==> config.mk <==
export PLATFORM = sky130hd
export DESIGN_NAME = char_lcd_nibble_sequencer_core
export DESIGN_NICKNAME = d
export VERILOG_FILES = /design/src/rtl/core/clns_pkg.sv /design/src/rtl/core/clns_front.sv /design/src/rtl/core/clns_queue.sv /design/src/rtl/core/clns_back.sv /design/src/rtl/core/char_lcd_nibble_sequencer_core.sv
export SDC_FILE = /design/constraint.sdc
export NUM_CORES = 1
export LEC_CHECK = 0
export BUFFER_PORTS_ARGS = -buffer_cell sky130_fd_sc_hd__buf_4
export CAP_MARGIN = 25
export CORE_MARGIN = 8
export CORE_UTILIZATION = 50
export DETAILED_ROUTE_END_ITERATION = 10
export PLACE_DENSITY = 0.71
export REMOVE_ABC_BUFFERS = 1
export SLEW_MARGIN = 20
export SYNTH_ARGS = -nofsm -noshare
export SYNTH_HDL_FRONTEND = slang
export SYNTH_SLANG_ARGS = --single-unit
==> constraint.sdc <==
create_clock -name clk -period 5.6 [get_ports clk]
set_input_delay 1.12 -clock clk [delete_from_list [all_inputs] [get_ports clk]]
set_output_delay 1.12 -clock clk [all_outputs]
set_load 0.03 [all_outputs]
==> src/rtl/core/clns_pkg.sv <==
package clns_pkg;

  localparam int DDRAM_SPAN = 80;
  localparam int GLYPH_ROWS = 8;
  localparam int Q_DEPTH    = 2;

  localparam logic [7:0] CMD_CLEAR   = 8'h01;
  localparam logic [7:0] CMD_HOME    = 8'h02;
  localparam logic [7:0] CMD_CGRAM   = 8'h40;
  localparam logic [7:0] CMD_DDRAM   = 8'h80;
  localparam logic [7:0] ROW2_OFFSET = 8'h40;

  localparam logic [3:0] NIB_WAKE    = 4'h3;
  localparam logic [3:0] NIB_4BIT    = 4'h2;

  localparam logic [15:0] WAIT_POWER_US = 16'd41000;
  localparam logic [15:0] WAIT_SECOND_US = 16'd5000;
  localparam logic [15:0] WAIT_SHORT_US = 16'd200;

  localparam logic [15:0] SHORT_PULSE_RST = 16'd50;
  localparam logic [15:0] LONG_PULSE_RST  = 16'd2000;
  localparam logic [7:0]  FUNC_SET_RST    = 8'h28;
  localparam logic [7:0]  DISP_OFF_RST    = 8'h08;
  localparam logic [7:0]  ENTRY_MODE_RST  = 8'h06;
  localparam logic [7:0]  DISP_ON_RST     = 8'h0F;

  // Step numbers of the multi-pulse sequences.
  localparam logic [4:0] STEP_GLYPH_LAST = 5'(2 * (GLYPH_ROWS + 1) - 1);
  localparam logic [4:0] STEP_INIT_LAST  = 5'd15;
  localparam logic [4:0] STEP_INIT_BYTES = 5'd4;

  typedef enum logic [2:0] {
    REQ_CHAR   = 3'd0,
    REQ_CMD    = 3'd1,
    REQ_CLEAR  = 3'd2,
    REQ_HOME   = 3'd3,
    REQ_LOCATE = 3'd4,
    REQ_GLYPH  = 3'd5,
    REQ_INIT   = 3'd6,
    REQ_NONE   = 3'd7
  } req_t;

  typedef enum logic [2:0] {
    CFG_SHORT_PULSE = 3'd0,
    CFG_LONG_PULSE  = 3'd1,
    CFG_FUNC_SET    = 3'd2,
    CFG_DISP_OFF    = 3'd3,
    CFG_ENTRY_MODE  = 3'd4,
    CFG_DISP_ON     = 3'd5,
    CFG_UNUSED6     = 3'd6,
    CFG_UNUSED7     = 3'd7
  } cfg_idx_t;

  typedef enum logic [1:0] {
    KIND_BYTE  = 2'd0,
    KIND_GLYPH = 2'd1,
    KIND_INIT  = 2'd2
  } kind_t;

  // One classified request as it waits in the queue.
  typedef struct packed {
    kind_t       kind;
    logic        rs;
    logic        long_p;
    logic [7:0]  byte_v;
    logic [63:0] rows;
  } desc_t;

  typedef struct packed {
    logic [15:0] short_pulse;
    logic [15:0] long_pulse;
    logic [7:0]  func_set;
    logic [7:0]  disp_off;
    logic [7:0]  entry_mode;
    logic [7:0]  disp_on;
  } cfg_t;

  typedef struct packed {
    logic  full;
    logic  empty;
  } q_stat_t;

endpackage

==> src/rtl/core/clns_front.sv <==
module clns_front
  import clns_pkg::*;
(
  input  logic              in_valid,
  output logic              in_ready,
  input  logic [2:0]        in_req_type,
  input  logic [7:0]        in_data_byte,
  input  logic signed [7:0] in_row_req,
  input  logic signed [7:0] in_column_req,
  input  logic [7:0]        in_glyph_slot,
  input  logic [63:0]       in_glyph_rows,
  input  q_stat_t           q_stat,
  output logic              push,
  output desc_t             push_desc
);

  logic       row2;
  logic [7:0] col_m1;
  logic [7:0] loc_cmd;
  logic [2:0] slot;

  always_comb begin
    row2 = (in_row_req >= 8'sd2);
    if (in_column_req < 8'sd1) begin
      col_m1 = '0;
    end else if ($signed({in_column_req[7], in_column_req}) > $signed(9'(DDRAM_SPAN))) begin
      col_m1 = 8'(DDRAM_SPAN - 1);
    end else begin
      col_m1 = in_column_req - 8'sd1;
    end
    loc_cmd = (CMD_DDRAM | (row2 ? ROW2_OFFSET : 8'h00)) + col_m1;
    slot = (in_glyph_slot > 8'(GLYPH_ROWS - 1)) ? 3'(GLYPH_ROWS - 1) : in_glyph_slot[2:0];
  end

  always_comb begin
    push_desc.kind   = KIND_BYTE;
    push_desc.rs     = 1'b0;
    push_desc.long_p = 1'b0;
    push_desc.byte_v = in_data_byte;
    push_desc.rows   = in_glyph_rows;
    case (req_t'(in_req_type))
      REQ_CHAR: begin
        push_desc.rs = 1'b1;
      end
      REQ_CMD: begin
        push_desc.rs = 1'b0;
      end
      REQ_CLEAR: begin
        push_desc.byte_v = CMD_CLEAR;
        push_desc.long_p = 1'b1;
      end
      REQ_HOME: begin
        push_desc.byte_v = CMD_HOME;
        push_desc.long_p = 1'b1;
      end
      REQ_LOCATE: begin
        push_desc.byte_v = loc_cmd;
      end
      REQ_GLYPH: begin
        push_desc.kind   = KIND_GLYPH;
        push_desc.byte_v = CMD_CGRAM | {2'b00, slot, 3'b000};
      end
      REQ_INIT: begin
        push_desc.kind = KIND_INIT;
      end
      default: begin
        push_desc.kind = KIND_BYTE;
      end
    endcase
  end

  // The unused request type produces no pulses, so it is consumed and dropped here.
  assign in_ready = !q_stat.full;
  assign push     = in_valid && in_ready && (req_t'(in_req_type) != REQ_NONE);

endmodule

==> src/rtl/core/clns_queue.sv <==
module clns_queue
  import clns_pkg::*;
(
  input  logic    clk,
  input  logic    rst_n,
  input  logic    push,
  input  desc_t   push_desc,
  input  logic    pop,
  output desc_t   head,
  output q_stat_t q_stat
);

  localparam int PTR_W = (Q_DEPTH > 1) ? $clog2(Q_DEPTH) : 1;
  localparam int CNT_W = $clog2(Q_DEPTH + 1);

  desc_t              q_mem_r [Q_DEPTH];
  logic [PTR_W-1:0]   wr_ptr_r, wr_ptr_nxt;
  logic [PTR_W-1:0]   rd_ptr_r, rd_ptr_nxt;
  logic [CNT_W-1:0]   count_r, count_nxt;

  always_comb begin
    wr_ptr_nxt = wr_ptr_r;
    rd_ptr_nxt = rd_ptr_r;
    count_nxt  = count_r;
    if (push) begin
      wr_ptr_nxt = (wr_ptr_r == PTR_W'(Q_DEPTH - 1)) ? '0 : wr_ptr_r + 1'b1;
    end
    if (pop) begin
      rd_ptr_nxt = (rd_ptr_r == PTR_W'(Q_DEPTH - 1)) ? '0 : rd_ptr_r + 1'b1;
    end
    if (push && !pop) begin
      count_nxt = count_r + 1'b1;
    end else if (pop && !push) begin
      count_nxt = count_r - 1'b1;
    end
  end

  always_ff @(posedge clk) begin
    if (!rst_n) begin
      wr_ptr_r <= '0;
      rd_ptr_r <= '0;
      count_r  <= '0;
    end else begin
      wr_ptr_r <= wr_ptr_nxt;
      rd_ptr_r <= rd_ptr_nxt;
      count_r  <= count_nxt;
    end
  end

  always_ff @(posedge clk) begin
    if (push) begin
      q_mem_r[wr_ptr_r] <= push_desc;
    end
  end

  assign head         = q_mem_r[rd_ptr_r];
  assign q_stat.full  = (count_r == CNT_W'(Q_DEPTH));
  assign q_stat.empty = (count_r == '0);

  a_no_pop_empty: assert property (@(posedge clk) disable iff (!rst_n)
    pop |-> (count_r != '0))
    else $error("queue popped while empty");

  a_no_push_full: assert property (@(posedge clk) disable iff (!rst_n)
    push |-> (count_r != CNT_W'(Q_DEPTH)))
    else $error("queue pushed while full");

endmodule

==> src/rtl/core/clns_back.sv <==
module clns_back
  import clns_pkg::*;
(
  input  logic        clk,
  input  logic        rst_n,
  input  cfg_t        cfg,
  input  desc_t       head,
  input  q_stat_t     q_stat,
  output logic        pop,
  output logic        out_valid,
  input  logic        out_ready,
  output logic        out_reg_select,
  output logic [3:0]  out_nibble,
  output logic [15:0] out_wait_before_us,
  output logic [15:0] out_pulse_us,
  output logic        out_last
);

  desc_t       cur_r;
  logic        busy_r;
  logic [4:0]  step_r;
  logic        out_valid_r;
  logic        rs_r;
  logic [3:0]  nib_r;
  logic [15:0] wait_r;
  logic [15:0] pulse_r;
  logic        last_r;

  desc_t       src;
  logic [4:0]  stp;
  logic [4:0]  init_j;
  logic [3:0]  byte_idx;
  logic [2:0]  row_idx;
  logic [7:0]  cur_byte;
  logic        p_rs;
  logic        p_long;
  logic        p_last;
  logic [3:0]  p_nib;
  logic [15:0] p_wait;
  logic        have_work;
  logic        advance;

  always_comb begin
    src      = busy_r ? cur_r : head;
    stp      = busy_r ? step_r : '0;
    init_j   = stp - STEP_INIT_BYTES;
    byte_idx = stp[4:1];
    row_idx  = 3'(byte_idx - 4'd1);
    cur_byte = src.byte_v;
    p_rs     = src.rs;
    p_long   = src.long_p;
    p_last   = stp[0];
    p_wait   = '0;
    p_nib    = '0;
    case (src.kind)
      KIND_BYTE: begin
        p_nib = stp[0] ? cur_byte[3:0] : cur_byte[7:4];
      end
      KIND_GLYPH: begin
        p_rs   = 1'b0;
        p_long = 1'b0;
        if (byte_idx != 4'd0) begin
          cur_byte = src.rows[{row_idx, 3'b000} +: 8];
          p_rs     = 1'b1;
        end
        p_nib  = stp[0] ? cur_byte[3:0] : cur_byte[7:4];
        p_last = (stp == STEP_GLYPH_LAST);
      end
      KIND_INIT: begin
        p_rs   = 1'b0;
        p_long = 1'b0;
        p_last = (stp == STEP_INIT_LAST);
        if (stp < STEP_INIT_BYTES) begin
          p_nib = (stp == STEP_INIT_BYTES - 5'd1) ? NIB_4BIT : NIB_WAKE;
          case (stp[1:0])
            2'd0:    p_wait = WAIT_POWER_US;
            2'd1:    p_wait = WAIT_SECOND_US;
            default: p_wait = WAIT_SHORT_US;
          endcase
        end else begin
          case (init_j[3:1])
            3'd0:    cur_byte = cfg.func_set;
            3'd1:    cur_byte = cfg.disp_off;
            3'd2: begin
              cur_byte = CMD_CLEAR;
              p_long   = 1'b1;
            end
            3'd3:    cur_byte = cfg.entry_mode;
            3'd4:    cur_byte = cfg.disp_on;
            default: cur_byte = CMD_DDRAM;
          endcase
          p_nib  = init_j[0] ? cur_byte[3:0] : cur_byte[7:4];
          p_wait = (stp == STEP_INIT_BYTES) ? WAIT_SHORT_US : 16'd0;
        end
      end
      default: begin
        p_nib = cur_byte[3:0];
      end
    endcase
  end

  // The output register is refilled whenever it is empty or being drained.
  assign have_work = busy_r || !q_stat.empty;
  assign advance   = have_work && (!out_valid_r || out_ready);
  assign pop       = advance && !busy_r;

  always_ff @(posedge clk) begin
    if (!rst_n) begin
      busy_r      <= 1'b0;
      step_r      <= '0;
      out_valid_r <= 1'b0;
    end else begin
      if (!out_valid_r || out_ready) begin
        out_valid_r <= have_work;
      end
      if (advance) begin
        busy_r <= !p_last;
        step_r <= stp + 5'd1;
      end
    end
  end

  always_ff @(posedge clk) begin
    if (pop) begin
      cur_r <= head;
    end
    if (advance) begin
      rs_r    <= p_rs;
      nib_r   <= p_nib;
      wait_r  <= p_wait;
      pulse_r <= p_long ? cfg.long_pulse : cfg.short_pulse;
      last_r  <= p_last;
    end
  end

  assign out_valid          = out_valid_r;
  assign out_reg_select     = rs_r;
  assign out_nibble         = nib_r;
  assign out_wait_before_us = wait_r;
  assign out_pulse_us       = pulse_r;
  assign out_last           = last_r;

  a_step_range: assert property (@(posedge clk) disable iff (!rst_n)
    busy_r |-> (step_r <= STEP_GLYPH_LAST))
    else $error("sequence step out of range");

  a_pop_starts: assert property (@(posedge clk) disable iff (!rst_n)
    pop |=> (out_valid_r && (busy_r || last_r)))
    else $error("started request produced no pulse");

endmodule

==> src/rtl/core/char_lcd_nibble_sequencer_core.sv <==
// Character LCD 4-bit bus sequencer.
// Input channel (in_*): one request per transaction: char, command, clear, home,
// locate, create glyph or init. Request type 7 is accepted and produces nothing.
// Output channel (out_*): one transaction per enable pulse, giving RS, the nibble,
// the idle wait before the pulse and the enable time; out_last marks the final
// pulse of a request. Char, command, clear, home and locate give 2 pulses, create
// glyph gives 18 and init gives 16.
// Configuration channel (cfg_*): register index and data; always ready. Write it
// only while no request is in flight.
// With the sequencer idle, an accepted request is written into the queue and its
// first pulse is then loaded into the output register. The back sequencer emits one
// pulse per cycle while the receiver takes them, with no gap between requests. A
// two-entry queue between the classifier and the sequencer keeps input accepted
// while pulses are produced.
// When the receiver stalls, the output register holds its pulse and the sequencer
// waits; input keeps being accepted until the queue fills.
// Synchronous reset clears the queue and sequencer and restores the register
// defaults (50 us, 2000 us, 0x28, 0x08, 0x06, 0x0F).
module char_lcd_nibble_sequencer_core
  import clns_pkg::*;
(
  input  logic              clk,
  input  logic              rst_n,
  input  logic              in_valid,
  output logic              in_ready,
  input  logic [2:0]        in_req_type,
  input  logic [7:0]        in_data_byte,
  input  logic signed [7:0] in_row_req,
  input  logic signed [7:0] in_column_req,
  input  logic [7:0]        in_glyph_slot,
  input  logic [63:0]       in_glyph_rows,
  output logic              out_valid,
  input  logic              out_ready,
  output logic              out_reg_select,
  output logic [3:0]        out_nibble,
  output logic [15:0]       out_wait_before_us,
  output logic [15:0]       out_pulse_us,
  output logic              out_last,
  input  logic              cfg_valid,
  output logic              cfg_ready,
  input  logic [2:0]        cfg_index,
  input  logic [15:0]       cfg_data
);

  cfg_t    cfg_r;
  q_stat_t q_stat;
  desc_t   push_desc;
  desc_t   head;
  logic    push;
  logic    pop;

  assign cfg_ready = 1'b1;

  always_ff @(posedge clk) begin
    if (!rst_n) begin
      cfg_r.short_pulse <= SHORT_PULSE_RST;
      cfg_r.long_pulse  <= LONG_PULSE_RST;
      cfg_r.func_set    <= FUNC_SET_RST;
      cfg_r.disp_off    <= DISP_OFF_RST;
      cfg_r.entry_mode  <= ENTRY_MODE_RST;
      cfg_r.disp_on     <= DISP_ON_RST;
    end else if (cfg_valid && cfg_ready) begin
      case (cfg_idx_t'(cfg_index))
        CFG_SHORT_PULSE: cfg_r.short_pulse <= cfg_data;
        CFG_LONG_PULSE:  cfg_r.long_pulse  <= cfg_data;
        CFG_FUNC_SET:    cfg_r.func_set    <= cfg_data[7:0];
        CFG_DISP_OFF:    cfg_r.disp_off    <= cfg_data[7:0];
        CFG_ENTRY_MODE:  cfg_r.entry_mode  <= cfg_data[7:0];
        CFG_DISP_ON:     cfg_r.disp_on     <= cfg_data[7:0];
        default: begin
        end
      endcase
    end
  end

  clns_front u_front (
    .in_valid      (in_valid),
    .in_ready      (in_ready),
    .in_req_type   (in_req_type),
    .in_data_byte  (in_data_byte),
    .in_row_req    (in_row_req),
    .in_column_req (in_column_req),
    .in_glyph_slot (in_glyph_slot),
    .in_glyph_rows (in_glyph_rows),
    .q_stat        (q_stat),
    .push          (push),
    .push_desc     (push_desc)
  );

  clns_queue u_queue (
    .clk       (clk),
    .rst_n     (rst_n),
    .push      (push),
    .push_desc (push_desc),
    .pop       (pop),
    .head      (head),
    .q_stat    (q_stat)
  );

  clns_back u_back (
    .clk                (clk),
    .rst_n              (rst_n),
    .cfg                (cfg_r),
    .head               (head),
    .q_stat             (q_stat),
    .pop                (pop),
    .out_valid          (out_valid),
    .out_ready          (out_ready),
    .out_reg_select     (out_reg_select),
    .out_nibble         (out_nibble),
    .out_wait_before_us (out_wait_before_us),
    .out_pulse_us       (out_pulse_us),
    .out_last           (out_last)
  );

endmodule

==> summary.md <==
| Metric | Value |
|---|---|
| Status | completed |
| Flip-flop and latch count after synthesis | about 330 |
| Area delta synth->final | 18.53% |
| Cell-internal power | roughly 5.5 mW |
| Worst r2r src | u_back.busy_r$_SDFFE_PN0P_ |
| WL final | 28.58 mm |
| Async SR Flop Fraction | 0% |
| DRT Pass-1 Iters | 5 |
| Via count | 8,266 |
| Final worst slack | roughly 2.2 ns |
| DP Cell Count | around 1,400 |
| Core area | about 27,000 um^2 |
| CTS resizes | 0 |
| Met3 Wirelength | 1.872 mm |
| DRC Markers | 0 |
| Clock Tree Buf Depth | 3 |
| CTS buffer count | 36 |
| Placer Congestion | ~0.8 |
| Met2 WL post-DR | approximately 14 mm |
| Slew headroom | about 30% |
| Via density | about 5.5 |
| CTS tree | built |
| Largest stage delay, worst path | about 0.67 ns |
| P_sw | 2.372 mW |
| Finished Core Util | between 60% and 70% |
| Post-synth EDFFs | between 200 and 300 |
| Per-cell routed wire length | between 15 and 20 um |
| Sw Share | a little under a third |
| CP Capture Type | flip-flop |
| Initial antenna violation count | 0 |
| Worst-Skew Late Latency | ~0.52 ns |
| Chip Width | between 150 and 200 um |
| Fraction of the yosys area taken by sequential cells | between 60 and 70% |
| Max frequency | 0.2949 GHz |
| Crit-path slowest cell | ha_1 |
| Type of the worst setup path | flip-flop to flip-flop |
| Hold-critical path depth | 2 |
| Hold Startpoint | cfg_r[48]$_SDFFE_PN0P_ |
| Vias in the first global route | 8,805 |
| Final non-filler cell area | approximately 16,000 um^2 |
| RSZ-0062 raised after global routing | no |
| Worst path top cell family by delay | compound AO/OA/AOI/OAI gates |
| DP HPWL | 18.23 mm |
| Placement Setup Slack | around 2.3 ns |
| CP Cell Sequence | buf_4 -> nand2_1 -> ha_1 -> clkinv_1 -> a21o_1 -> a221oi_1 -> a21oi_1 -> a311oi_1 -> a22oi_1 |
| Setup_tns | 0 ns |
| Crit start category | flip-flop |
| Worst Path Required | 5.84 ns |
| Clk pin slew, worst setup/hold paths | about 0.06 ns |
| Setup crit start | u_back.busy_r$_SDFFE_PN0P_ |
| WP depth | 9 |
| Total grt overflow | 0 |
| Reg-to-Reg End | u_back.out_nibble[2]$_DFFE_PP_ |
| Final Skew | between 0.015 and 0.02 ns |
| Max FO, Critical Path | 36 |
| Synth Instances | just under 1,000 |
| Die height | ~180 um |
| Post-route clock period utilization | 60.55% |
| Nets | approximately 1,300 |
| Synth warn | 0 |
| PortBufs | about 150 |
| Layout cells sized above 1 | 29.22% |
| Peak VDD IR | 0.0003510 V |
| Ys flop type | edfxtp_1 |
| Worst Reg2Reg Path Length in Cells | 9 |
| Seq pwr share | between 40 and 50% |
| N_diodes | 0 |
| Post-Syn Area | 13,700 um^2 |
| Post-route antenna net violation count | 0 |
| Most frequent cells in the layout | edfxtp_1 (255), buf_4 (164), nand2_1 (163), mux2_2 (85), dfxtp_1 (73) |
| Crit path DAT | between 3 and 4 ns |
| Die ar. | ~33,000 um^2 |
| Endpoint, Worst Hold | cfg_r[48]$_SDFFE_PN0P_ |
| Mapped Avg Cell Area | 13.81 um^2 |
| Met1 WL | 12.51 mm |
| Commonest non-fill, non-tap cell in the layout | edfxtp_1 |
| Synth unique cells | slightly below 70 |
| Buf/Inv on CP | 2 |
| Initial DRC Count | approximately 480 |
| Post-CTS setup buffer count | 0 |
| Clock share of power | approximately 28% |
| Max Cap Viol | 0 |
| Deepest level of the CTS H-tree | 2 |
| Clk root buf | clkbuf_16 |
| Combinational share of power | 26.7% |
| Setup-failing EPs final | 0 |
| Leakage power | 5.937 nW |
| Power per cell area | 486.9 nW/um^2 |
| Placed Area | ~15,000 um^2 |
| Layout Cells excl Fill | ~1,500 |
| Worst slew pin tran | 1.043 ns |
| Top layer in use | met4 |
| Starting density of the core | 50.84% |
| Largest net degree at the start of global routing | 78 |
| Std cell rows | 60 |
| I/O pin total | about 160 |
| Tmin final | around 3.4 ns |
| GRT Total Usage | between 15 and 20% |
| Hold/Removal Path Class | flip-flop to flip-flop |
| CTS Sinks | approximately 330 |
| First-pass GRT wire length | between 40 and 50 mm |
| Hold Vio Cnt, Final | 0 |
| Post-CTS Hold Buffers | 0 |
| Final-report max-slew violation count | 0 |
| FF-to-FF setup slack | approximately 2.2 ns |
## kinds of logic (layout without fill, tap and decap cells)
family          after synthesis  count (layout)  synth area share [%]
buf+inv                      79             248                 2.940
other cells                   2               8               0.05481
mux                         120             120                 10.82
flops                       331             331                 66.99
fa+ha+maj                    12              12                 1.096
xor+xnor                      8               8                0.5114
simple gates                286             286                 9.351
compound gates              154             154                 8.237
## worst max path at each step
stage | to | slack, ns
4_1_cts | u_back.out_nibble[2]$_DFFE_PP_ | 2.23
3_5_place_dp | u_back.out_nibble[2]$_DFFE_PP_ | 2.27
3_3_place_gp | u_back.out_nibble[2]$_DFFE_PP_ | 2.31
6_report | u_back.out_nibble[2]$_DFFE_PP_ | 2.21
2_1_floorplan | u_queue.count_r[1]$_SDFFE_PN0P_ | -0.33
5_1_grt | u_back.out_nibble[2]$_DFFE_PP_ | 2.04
## per-stage QoR
step                      power [mW]  hold slack, ns
after CTS                      7.988          0.4646
after detailed placement       5.735          0.4561
after global placement         5.692          0.4473
final                          7.907          0.4638
after global routing           8.269          0.4838
after floorplan                5.018          0.4297
## sequential cells by signal (all words and copies together) (netlist names), 2 cells and up, named ones only
| register | cells |
|---|---|
| u_back.out_pulse_us | 16 |
| u_queue.q_mem_r | 152 |
| cfg_r | 64 |
| u_back.out_wait_before_us | 5 |
| u_back.step_r | 5 |
| u_back.cur_r | 76 |
| u_queue.count_r | 2 |
| u_back.out_nibble | 4 |
## area by class of cell
cell class / instances / area [um^2]
clock buffers: 54 / 1071
clock inverters: 12 / 70.07
fillers: 2070 / 10710
inverters: 17 / 63.81
multi-input cells: 588 / 4165
flip-flops and latches: 331 / 9185
well taps: 341 / 426.7
repair buffers: 165 / 1259
## tightest hold or removal path, delay by kind of cell (launching register included)
family / cells / cell delay [ns]
DFF: 1 / 0.30
AOI/OAI and AO/OA: 1 / 0.06
and+or+nand+nor: 1 / 0.05
## power by group through the flow
stage / clock network, mW / logic, mW / registers [mW]
2_1_floorplan: 0 / 1.09 / 3.92
3_3_place_gp: 0 / 2.10 / 3.59
3_5_place_dp: 0 / 2.12 / 3.61
4_1_cts: 2.29 / 2.13 / 3.57
5_1_grt: 2.39 / 2.27 / 3.61
6_report: 2.24 / 2.11 / 3.56
## cell usage after synthesis (3+ instances only)
cell type / n / share of area [%]
edfxtp_1: 255 / 56
nand2_1: 163 / 4.5
mux2_2: 85 / 7.0
dfxtp_1: 76 / 11
a21boi_0: 51 / 2.8
nand3_1: 38 / 1.4
nor2_1: 28 / 0.77
clkbuf_1: 22 / 0.60
buf_2: 19 / 0.69
a21oi_1: 16 / 0.58
inv_1: 15 / 0.41
mux2i_1: 15 / 1.1
o21ai_0: 15 / 0.55
buf_4: 12 / 0.66
ha_1: 12 / 1.1
and3_1: 10 / 0.46
mux2_4: 10 / 1.1
mux4_2: 10 / 1.6
and2_1: 9 / 0.41
nor2b_1: 8 / 0.37
nor3_1: 8 / 0.29
nand2b_1: 7 / 0.32
a221oi_1: 6 / 0.38
a22o_1: 6 / 0.38
a22oi_1: 6 / 0.33
a31oi_1: 6 / 0.27
o211ai_1: 6 / 0.33
a211oi_1: 5 / 0.27
buf_6: 5 / 0.41
xnor2_1: 5 / 0.32
buf_1: 4 / 0.11
o22ai_1: 4 / 0.18
a2111oi_0: 3 / 0.19
o21a_1: 3 / 0.16
o221ai_1: 3 / 0.19
xor2_1: 3 / 0.19
## metal layers
metal	global-route usage (%)	up-vias
met3	4.311	49
met4	5.444	0
li1	-	3955
met2	28.34	276
met5	0	-
met1	21.49	3986
(Power assumes the default switching activity.)
